**config.mk**
```make
export PLATFORM = sky130hd
export DESIGN_NAME = int64_to_decimal_text_unit_flat
export DESIGN_NICKNAME = d
export VERILOG_FILES = /design/src/hw/rtl/i2dt_pkg.sv /design/src/hw/rtl/i2dt_ifs.sv /design/src/hw/rtl/int64_to_decimal_text_unit.sv /design/src/hw/rtl/i2dt_dabble.sv /design/src/hw/rtl/i2dt_emit.sv /design/src/flat_wrapper.sv
export SDC_FILE = /design/constraint.sdc
export NUM_CORES = 1
export LEC_CHECK = 0
export ABC_AREA = 1
export BUFFER_PORTS_ARGS = -buffer_cell sky130_fd_sc_hd__buf_2
export CAP_MARGIN = 15
export CORE_UTILIZATION = 37
export CTS_CLUSTER_DIAMETER = 120
export DETAILED_ROUTE_END_ITERATION = 7
export GPL_ROUTABILITY_DRIVEN = 0
export HOLD_SLACK_MARGIN = 0.1
export PLACE_DENSITY = 0.54
export SETUP_SLACK_MARGIN = 0.3
export SLEW_MARGIN = 20
export SYNTH_ARGS = -nofsm -noshare
export SYNTH_HDL_FRONTEND = slang
export SYNTH_SLANG_ARGS = --single-unit
```
**constraint.sdc**
```tcl
create_clock -name clk -period 3.23 [get_ports clk]
set_input_delay 0 -clock clk [delete_from_list [all_inputs] [get_ports clk]]
set_output_delay 0 -clock clk [all_outputs]
set_load 0.02 [all_outputs]
```
**src/hw/rtl/i2dt_pkg.sv**
```systemverilog
// Shared constants, types and state encoding for the int64 decimal text unit.
// No dependencies; every other file imports this package.
package i2dt_pkg;

	localparam int NUM_W      = 64;
	localparam int MAX_DIGITS = 20;
	localparam int DIGIT_W    = 4;
	localparam int BCD_W      = MAX_DIGITS * DIGIT_W;
	localparam int BIT_CNT_W  = $clog2(NUM_W);
	localparam int CAP_W      = 10;
	localparam int CHAR_W     = 8;
	localparam int LEN_W      = 5;

	localparam logic [CAP_W-1:0]  CAP_RESET  = CAP_W'(342);
	localparam logic [CHAR_W-1:0] CHAR_ZERO  = 8'h30;
	localparam logic [CHAR_W-1:0] CHAR_MINUS = 8'h2D;

	// Result of the binary to BCD conversion, handed to the emitter
	typedef struct packed {
		logic             done;
		logic             negative;
		logic [BCD_W-1:0] bcd;
	} bcd_res_t;

	// Emitter sequencer states
	typedef enum logic [2:0] {
		ST_IDLE,
		ST_STRIP,
		ST_CHECK,
		ST_ERROR,
		ST_SIGN,
		ST_DIGIT
	} emit_st_t;

endpackage

```
**src/hw/rtl/i2dt_ifs.sv**
```systemverilog
// Valid/ready channel interfaces: number input, text output, capacity write.
// Depends on i2dt_pkg for field widths.
interface i2dt_num_if import i2dt_pkg::*; ();
	logic             valid;
	logic             ready;
	logic [NUM_W-1:0] number_value;

	modport source (output valid, output number_value, input ready);
	modport sink (input valid, input number_value, output ready);
endinterface

interface i2dt_txt_if import i2dt_pkg::*; ();
	logic              valid;
	logic              ready;
	logic [CHAR_W-1:0] char_code;
	logic              last_char;
	logic              capacity_error;
	logic [LEN_W-1:0]  text_length;

	modport source (output valid, output char_code, output last_char,
		output capacity_error, output text_length, input ready);
	modport sink (input valid, input char_code, input last_char,
		input capacity_error, input text_length, output ready);
endinterface

interface i2dt_cfg_if import i2dt_pkg::*; ();
	logic             valid;
	logic             ready;
	logic [CAP_W-1:0] buffer_capacity;

	modport source (output valid, output buffer_capacity, input ready);
	modport sink (input valid, input buffer_capacity, output ready);
endinterface

```
**src/hw/rtl/int64_to_decimal_text_unit.sv**
```systemverilog
// Top level of the int64 decimal text unit: capacity register, sign and
// magnitude, BCD converter and text emitter. Depends on i2dt_pkg, i2dt_ifs,
// i2dt_dabble and i2dt_emit.
//
// Usage:
//  num  : one signed 64-bit number_value per transaction.
//  txt  : the decimal text, most significant character first, one
//         character per transaction; a minus sign leads a negative value.
//         last_char marks the final character, which carries text_length.
//         If the length is not below buffer_capacity, a single transaction
//         with capacity_error set replaces the text.
//  cfg  : writes buffer_capacity (reset value 342); write only while idle.
// Timing: one number at a time. After acceptance the converter shifts one
//  magnitude bit per cycle, the emitter drops leading zero digits one per
//  cycle (up to 19), checks the length, then sends one character per cycle
//  while the receiver does not stall.
// Reset clears the channel state and restores the capacity register.
// When the receiver stalls, the output register holds its transaction and
//  the emitter waits; a new number is taken once the last character has
//  been loaded into the output register.
module int64_to_decimal_text_unit import i2dt_pkg::*; (
	input  logic       clk,
	input  logic       arst_n,
	i2dt_num_if.sink   num,
	i2dt_txt_if.source txt,
	i2dt_cfg_if.sink   cfg
);

	logic [CAP_W-1:0] cap_q;
	logic             dab_busy;
	logic             emit_idle;
	bcd_res_t         res;
	logic             start;
	logic             negative;
	logic [NUM_W-1:0] magnitude;

	// capacity register
	always_ff @(posedge clk or negedge arst_n) begin
		if (!arst_n)
			cap_q <= CAP_RESET;
		else if (cfg.valid && cfg.ready)
			cap_q <= cfg.buffer_capacity;
	end
	assign cfg.ready = 1'b1;

	// sign and unsigned magnitude; 2^63 falls out naturally
	assign negative  = num.number_value[NUM_W-1];
	assign magnitude = negative ? (~num.number_value + NUM_W'(1)) : num.number_value;

	assign num.ready = !dab_busy && !res.done && emit_idle;
	assign start     = num.valid && num.ready;

	i2dt_dabble u_dabble (
		.clk       (clk),
		.arst_n    (arst_n),
		.start     (start),
		.negative  (negative),
		.magnitude (magnitude),
		.busy      (dab_busy),
		.res       (res)
	);

	i2dt_emit u_emit (
		.clk      (clk),
		.arst_n   (arst_n),
		.res      (res),
		.capacity (cap_q),
		.idle     (emit_idle),
		.txt      (txt)
	);

endmodule

```
**src/hw/rtl/i2dt_dabble.sv**
```systemverilog
// Bit-serial binary to BCD converter (shift and add-3), one bit per cycle.
// Depends on i2dt_pkg.
module i2dt_dabble import i2dt_pkg::*; (
	input  logic             clk,
	input  logic             arst_n,
	input  logic             start,
	input  logic             negative,
	input  logic [NUM_W-1:0] magnitude,
	output logic             busy,
	output bcd_res_t         res
);

	logic [NUM_W-1:0]     bin_q;
	logic [BCD_W-1:0]     bcd_q;
	logic [BIT_CNT_W-1:0] cnt_q;
	logic                 busy_q;
	logic                 done_q;
	logic                 neg_q;
	logic [BCD_W-1:0]     bcd_adj;

	// add 3 to every digit of 5 or more before the shift
	always_comb begin
		for (int d = 0; d < MAX_DIGITS; d++) begin
			if (bcd_q[d*DIGIT_W +: DIGIT_W] >= DIGIT_W'(5))
				bcd_adj[d*DIGIT_W +: DIGIT_W] = bcd_q[d*DIGIT_W +: DIGIT_W] + DIGIT_W'(3);
			else
				bcd_adj[d*DIGIT_W +: DIGIT_W] = bcd_q[d*DIGIT_W +: DIGIT_W];
		end
	end

	// control: bit counter, busy and one-cycle done
	always_ff @(posedge clk or negedge arst_n) begin
		if (!arst_n) begin
			busy_q <= 1'b0;
			done_q <= 1'b0;
			cnt_q  <= '0;
		end else begin
			done_q <= 1'b0;
			if (start) begin
				busy_q <= 1'b1;
				cnt_q  <= '0;
			end else if (busy_q) begin
				cnt_q <= cnt_q + BIT_CNT_W'(1);
				if (cnt_q == BIT_CNT_W'(NUM_W - 1)) begin
					busy_q <= 1'b0;
					done_q <= 1'b1;
				end
			end
		end
	end

	// datapath: binary shifts out its msb into the BCD register
	always_ff @(posedge clk) begin
		if (start) begin
			bin_q <= magnitude;
			bcd_q <= '0;
			neg_q <= negative;
		end else if (busy_q) begin
			bin_q <= {bin_q[NUM_W-2:0], 1'b0};
			bcd_q <= {bcd_adj[BCD_W-2:0], bin_q[NUM_W-1]};
		end
	end

	assign busy         = busy_q;
	assign res.done     = done_q;
	assign res.negative = neg_q;
	assign res.bcd      = bcd_q;

endmodule

```
**src/hw/rtl/i2dt_emit.sv**
```systemverilog
// Text emitter: strips leading zero digits, checks capacity, then sends sign
// and digits one per transaction or a lone error. Depends on i2dt_pkg, i2dt_ifs.
module i2dt_emit import i2dt_pkg::*; (
	input  logic             clk,
	input  logic             arst_n,
	input  bcd_res_t         res,
	input  logic [CAP_W-1:0] capacity,
	output logic             idle,
	i2dt_txt_if.source       txt
);

	emit_st_t          state_q, state_d;
	logic [BCD_W-1:0]  bcd_q;
	logic              neg_q;
	logic [LEN_W-1:0]  ndig_q;
	logic [LEN_W-1:0]  len_q;
	logic              valid_q;
	logic [CHAR_W-1:0] char_q;
	logic              last_q;
	logic              err_q;
	logic [LEN_W-1:0]  tlen_q;

	logic [DIGIT_W-1:0] top_digit;
	logic               top_zero;
	logic               more_digits;
	logic [LEN_W-1:0]   len_w;
	logic               too_long;
	logic               out_free;
	logic               emit;
	logic               strip_shift;
	logic [CHAR_W-1:0]  char_d;
	logic               last_d;
	logic               err_d;
	logic [LEN_W-1:0]   tlen_d;

	assign top_digit   = bcd_q[BCD_W-1 -: DIGIT_W];
	assign top_zero    = (top_digit == '0);
	assign more_digits = (ndig_q != LEN_W'(1));
	assign len_w       = ndig_q + LEN_W'(neg_q);
	assign too_long    = ({{(CAP_W-LEN_W){1'b0}}, len_w} >= capacity);
	assign out_free    = !valid_q || txt.ready;

	// next state
	always_comb begin
		state_d = state_q;
		unique case (state_q)
			ST_IDLE:  if (res.done) state_d = ST_STRIP;
			ST_STRIP: if (!(top_zero && more_digits)) state_d = ST_CHECK;
			ST_CHECK: begin
				if (too_long)   state_d = ST_ERROR;
				else if (neg_q) state_d = ST_SIGN;
				else            state_d = ST_DIGIT;
			end
			ST_ERROR: if (out_free) state_d = ST_IDLE;
			ST_SIGN:  if (out_free) state_d = ST_DIGIT;
			ST_DIGIT: if (out_free && !more_digits) state_d = ST_IDLE;
			default:  state_d = ST_IDLE;
		endcase
	end

	// outputs of the sequencer: shift enables and the next result
	always_comb begin
		strip_shift = 1'b0;
		emit        = 1'b0;
		char_d      = '0;
		last_d      = 1'b0;
		err_d       = 1'b0;
		tlen_d      = '0;
		unique case (state_q)
			ST_STRIP: strip_shift = top_zero && more_digits;
			ST_ERROR: begin
				emit   = out_free;
				last_d = 1'b1;
				err_d  = 1'b1;
			end
			ST_SIGN: begin
				emit   = out_free;
				char_d = CHAR_MINUS;
				last_d = (len_q == LEN_W'(1));
				tlen_d = last_d ? len_q : '0;
			end
			ST_DIGIT: begin
				emit   = out_free;
				char_d = CHAR_ZERO + {{(CHAR_W-DIGIT_W){1'b0}}, top_digit};
				last_d = !more_digits;
				tlen_d = last_d ? len_q : '0;
			end
			default: ;
		endcase
	end

	// state and output valid
	always_ff @(posedge clk or negedge arst_n) begin
		if (!arst_n) begin
			state_q <= ST_IDLE;
			valid_q <= 1'b0;
		end else begin
			state_q <= state_d;
			if (emit)
				valid_q <= 1'b1;
			else if (txt.ready)
				valid_q <= 1'b0;
		end
	end

	// digit register, counts and result register
	always_ff @(posedge clk) begin
		if (state_q == ST_IDLE && res.done) begin
			bcd_q  <= res.bcd;
			neg_q  <= res.negative;
			ndig_q <= LEN_W'(MAX_DIGITS);
		end else if (strip_shift || (emit && state_q == ST_DIGIT)) begin
			bcd_q  <= {bcd_q[BCD_W-DIGIT_W-1:0], {DIGIT_W{1'b0}}};
			ndig_q <= ndig_q - LEN_W'(1);
		end
		if (state_q == ST_CHECK)
			len_q <= len_w;
		if (emit) begin
			char_q <= char_d;
			last_q <= last_d;
			err_q  <= err_d;
			tlen_q <= tlen_d;
		end
	end

	assign idle               = (state_q == ST_IDLE);
	assign txt.valid          = valid_q;
	assign txt.char_code      = char_q;
	assign txt.last_char      = last_q;
	assign txt.capacity_error = err_q;
	assign txt.text_length    = tlen_q;

endmodule

```
**src/flat_wrapper.sv**
```systemverilog
// flat-port wrapper written by rule: the top's interface ports become plain ports
module int64_to_decimal_text_unit_flat import i2dt_pkg::*;
  (clk, arst_n, num_valid, num_number_value, num_ready, txt_valid, txt_char_code, txt_last_char, txt_capacity_error, txt_text_length, txt_ready, cfg_valid, cfg_buffer_capacity, cfg_ready);
  i2dt_num_if num_i ();
  i2dt_txt_if txt_i ();
  i2dt_cfg_if cfg_i ();
  input  logic clk;
  input  logic arst_n;
  input wire logic [$bits(num_i.valid)-1:0] num_valid;
  input wire logic [$bits(num_i.number_value)-1:0] num_number_value;
  output wire logic [$bits(num_i.ready)-1:0] num_ready;
  output wire logic [$bits(txt_i.valid)-1:0] txt_valid;
  output wire logic [$bits(txt_i.char_code)-1:0] txt_char_code;
  output wire logic [$bits(txt_i.last_char)-1:0] txt_last_char;
  output wire logic [$bits(txt_i.capacity_error)-1:0] txt_capacity_error;
  output wire logic [$bits(txt_i.text_length)-1:0] txt_text_length;
  input wire logic [$bits(txt_i.ready)-1:0] txt_ready;
  input wire logic [$bits(cfg_i.valid)-1:0] cfg_valid;
  input wire logic [$bits(cfg_i.buffer_capacity)-1:0] cfg_buffer_capacity;
  output wire logic [$bits(cfg_i.ready)-1:0] cfg_ready;
  assign num_i.valid = num_valid;
  assign num_i.number_value = num_number_value;
  assign num_ready = num_i.ready;
  assign txt_valid = txt_i.valid;
  assign txt_char_code = txt_i.char_code;
  assign txt_last_char = txt_i.last_char;
  assign txt_capacity_error = txt_i.capacity_error;
  assign txt_text_length = txt_i.text_length;
  assign txt_i.ready = txt_ready;
  assign cfg_i.valid = cfg_valid;
  assign cfg_i.buffer_capacity = cfg_buffer_capacity;
  assign cfg_ready = cfg_i.ready;
  int64_to_decimal_text_unit u_core (.clk(clk), .arst_n(arst_n), .num(num_i), .txt(txt_i), .cfg(cfg_i));
endmodule
```
==> flow_metrics.py <==
metrics = {
    "power_and_ir_drop": {
        "p_sw_frac": 0.360,
        "p_per_area_nw_per_um2": 822,
        "p_comb_frac": 0.349,
        "p_clk_frac": 0.249,
        "irDropWorstVdd_v": 0.000432,
        "intPower_mw": 9.28,
        "p_leak_nw": 7.81,
        "pwr-share-seq": 0.402,
        "power.net_switching_mw": 5.22,
    },
    "logic_synthesis": {
        "synth.distinct_cells": 46,
        "synth_flop_cell": "edfxtp_1",
        "synth.avg_cell_area_sq_um": 8.19,
        "synth_seq_area_share": 0.492,
        "synthCells": 1784,
        "post_synth_instance_area_sq_um": 14600,
        "synth_edf_count": 164,
        "synth_seq_cells": 271,
        "yosysWarnings": 0,
        "synth-async-reset-ratio": 0.0812,
    },
    "global_route": {
        "grt_pass1_vias": 11900,
        "met2_usage": 0.308,
        "grt_max_degree": 94,
        "grtUsageMet1": 0.245,
        "grt_pass1_wl_mm": 60.4,
        "met3_usage": 0.0222,
        "overflow": 0,
        "busiest_layer": "met2",
        "grt_usage": 0.183,
        "antenna_found_initial": 0,
    },
    "run_status": {
        "status": "complete, no violations",
    },
    "worst_setup_path": {
        "cp.arrival_ns": 3.08,
        "worst-path-max-fanout": 42,
        "cpMaxStageDelayCell": "dlygate4sd3_1",
        "path_cells": "nor3_2, nand2_1, nor2_4, nand2_4, inv_4, nand3_1, nand2_1, dlygate4sd3_1",
        "max_stage_delay_ns": 0.54,
        "crit_path_frequent_cell": "nand2_1",
        "start_kind": "register",
        "cp-end-kind": "register",
        "worstSetupPathType": "reg -> reg",
        "required_ns": 3.67,
    },
    "clocking": {
        "cts_root_buffer": "clkbuf_16",
        "cts-htree-levels": 1,
        "clockBufferDepth": 3,
        "cts_buffers": 31,
        "cts_tree": "yes",
        "clk_pin_slew_worst_paths_ns": 0.06,
        "cts.sinks": 271,
        "cts_resized": 0,
        "insertion_delay_ns": 0.58,
    },
    "final_layout": {
        "antenna_cells": 0,
        "layout_commonest_cell": "nand2_1",
        "utilization": 0.454,
        "layout_common_cells": "nand2_1 (432), o21ai_0 (226), inv_1 (210), edfxtp_1 (164), nor2_1 (155)",
        "area_delta_synth_final_pct": 20.6,
        "final_net_count": 2090,
        "drive_gt1_frac": 0.0942,
    },
    "run": {
        "drv_cap": 0,
    },
    "drt": {
        "drc": 0,
        "final_antenna_net_count": 0,
        "wl_per_cell_um": 14.6,
        "drt-vias-per-instance": 4.90,
        "vias": 12300,
        "wl_mm": 36.6,
        "dr.pass1.iters": 7,
        "drt-initial-drc-count": 770,
    },
    "timing": {
        "setup_viol": 0,
        "fin_crit_sh": 0.819,
        "tns_ns": 0,
        "relSlewSlack": 0.365,
        "fin_skew_ns": 0.0104,
        "fmaxAchievable_mhz": 378,
        "worstMarginPinSlew_ns": 0.952,
        "min_period_ns": 2.65,
        "rsz0062_at_grt": "false",
        "drv_slew": 0,
        "hold_viol": 0,
    },
    "floorplanning": {
        "rows": 72,
        "dieArea_sq_um": 40300,
        "io_pins": 97,
        "fp.dieW_um": 201,
        "core_sq_um": 38800,
        "initial_core_util": 0.376,
        "die_h_um": 201,
    },
    "min_path": {
        "min_path_type": "in -> reg",
    },
    "placement": {
        "portBuffers": 93,
        "post-dp-hpwl_mm": 24.7,
    },
}
[synth_stat cells (2+ instances only)]
cell	number	share of area
xnor2_1	12	0.0072
buf_2	31	0.011
nor2_1	155	0.040
dfstp_2	5	0.0090
nor2_4	4	0.0031
or2_0	3	0.0013
conb_1	2	0.00051
xor2_1	51	0.031
inv_1	211	0.054
buf_6	5	0.0039
inv_2	2	0.00051
o21ai_1	45	0.015
nor3_1	8	0.0027
a21oi_1	81	0.028
nand2_1	434	0.11
dfrtp_1	17	0.029
buf_4	11	0.0057
clkbuf_1	19	0.0049
dfxtp_1	85	0.12
o21ai_2	2	0.0012
o21ai_0	226	0.077
nand3_1	88	0.030
nand2_4	2	0.0015
nand4_1	21	0.0090
edfxtp_1	164	0.34
a22oi_1	2	0.0010
nand3b_1	11	0.0057
nand2_2	3	0.0013
o211ai_1	12	0.0062
nor2_2	6	0.0026
ha_1	51	0.044
[cell families (layout without fill, tap and decap cells)]
family,after synthesis,after routing,synth area share
AOI/OAI and AO/OA,376,376,0.134
xor gates and xnor gates,63,63,0.0378
adders and majority gates,51,51,0.0437
buffers and inverters,281,481,0.0805
DFF,271,271,0.492
muxes,1,1,0.000771
other,2,3,0.000514
and+or+nand+nor,739,739,0.211
[power groups by stage]
stage / clock network [mW] / registers (mW) / logic, mW
4_1_cts: 3.71 / 5.82 / 5.09
3_5_place_dp: 0 / 5.87 / 4.90
5_1_grt: 3.82 / 5.96 / 5.93
3_3_place_gp: 0 / 5.85 / 4.85
2_1_floorplan: 0 / 5.76 / 3.73
6_report: 3.61 / 5.83 / 5.06
[what timing repair did]
item,in CTS,in global routing
hold buffers,104,0
buffers inserted,0,0
hold endpoints to repair,104,0
[area by class of cell]
class | instances | area [sq um]
fillers | 3812 | 21200
flip-flops and latches | 271 | 7180
multi-input cells | 1233 | 6280
repair buffers | 209 | 1650
clock buffers | 49 | 955
inverters | 214 | 806
well taps | 518 | 648
clock inverters | 9 | 108
[flip-flops by register name, summed over array words and instances, names as in the netlist]
name and flops:
u_core.u_dabble.bcd_q 80, u_core.u_emit.bcd_q 80, u_core.u_dabble.bin_q 64, u_core.cap_q 10, u_core.u_dabble.cnt_q 6, u_core.u_emit.txt.char_code 6
u_core.u_emit.len_q 5, u_core.u_emit.ndig_q 5, u_core.u_emit.txt.text_length 5, u_core.u_emit.state_q 3, u_core.u_dabble.busy 1, u_core.u_dabble.done_q 1
u_core.u_dabble.neg_q 1, u_core.u_emit.neg_q 1, u_core.u_emit.txt.capacity_error 1, u_core.u_emit.txt.last_char 1, u_core.u_emit.txt.valid 1
[critical path: cells and delay by family, from the launching register on]
| kind | cells | cell delay, ns |
|---|---|---|
| simple gates | 6 | 1.02 |
| flops | 1 | 0.45 |
| buf+inv | 2 | 1.03 |
[final timing paths]
kind / start / to / slack (ns) / depth (start not counted)
setup / recovery: u_core.u_emit.state_q[0] / u_core.u_dabble.bin_q[59] / 0.58 / 8
hold / removal: num_number_value[0] / u_core.u_dabble.bin_q[0] / 0.31 / 4
setup reg to reg: u_core.u_emit.state_q[0] / u_core.u_dabble.bin_q[59] / 0.58 / 8
hold reg to reg: u_core.u_dabble.bcd_q[77] / u_core.u_dabble.bcd_q[78] / 0.49 / 2
max in group asynchronous: arst_n / u_core.cap_q[3] / 1.42 / 4
min in group asynchronous: arst_n / u_core.cap_q[6] / 0.51 / 3
[layer usage]
metal  vias to the layer above  wire length, um
li1                       6244                -
met3                        61             1420
met5                         -                0
met4                         0              957
met1                      5684            17200
met2                       288            17000
[metrics by stage]
| step | area (sq um) | power, mW | hold slack [ns] | instances | setup WS (ns) |
|---|---|---|---|---|---|
| after floorplan | 14600 | 9.49 | -0.296 | 1785 | 0.717 |
| after global placement | 15500 | 10.7 | 0.00467 | 2341 | 0.885 |
| after detailed placement | 15500 | 10.8 | 0.00912 | 2341 | 0.818 |
| after CTS | 17600 | 14.6 | 0.290 | 2503 | 0.579 |
| after global routing | 17600 | 15.7 | 0.343 | 2503 | 0.378 |
| final | 17600 | 14.5 | 0.313 | 2503 | 0.585 |
Power figures use the tool's default switching activity.
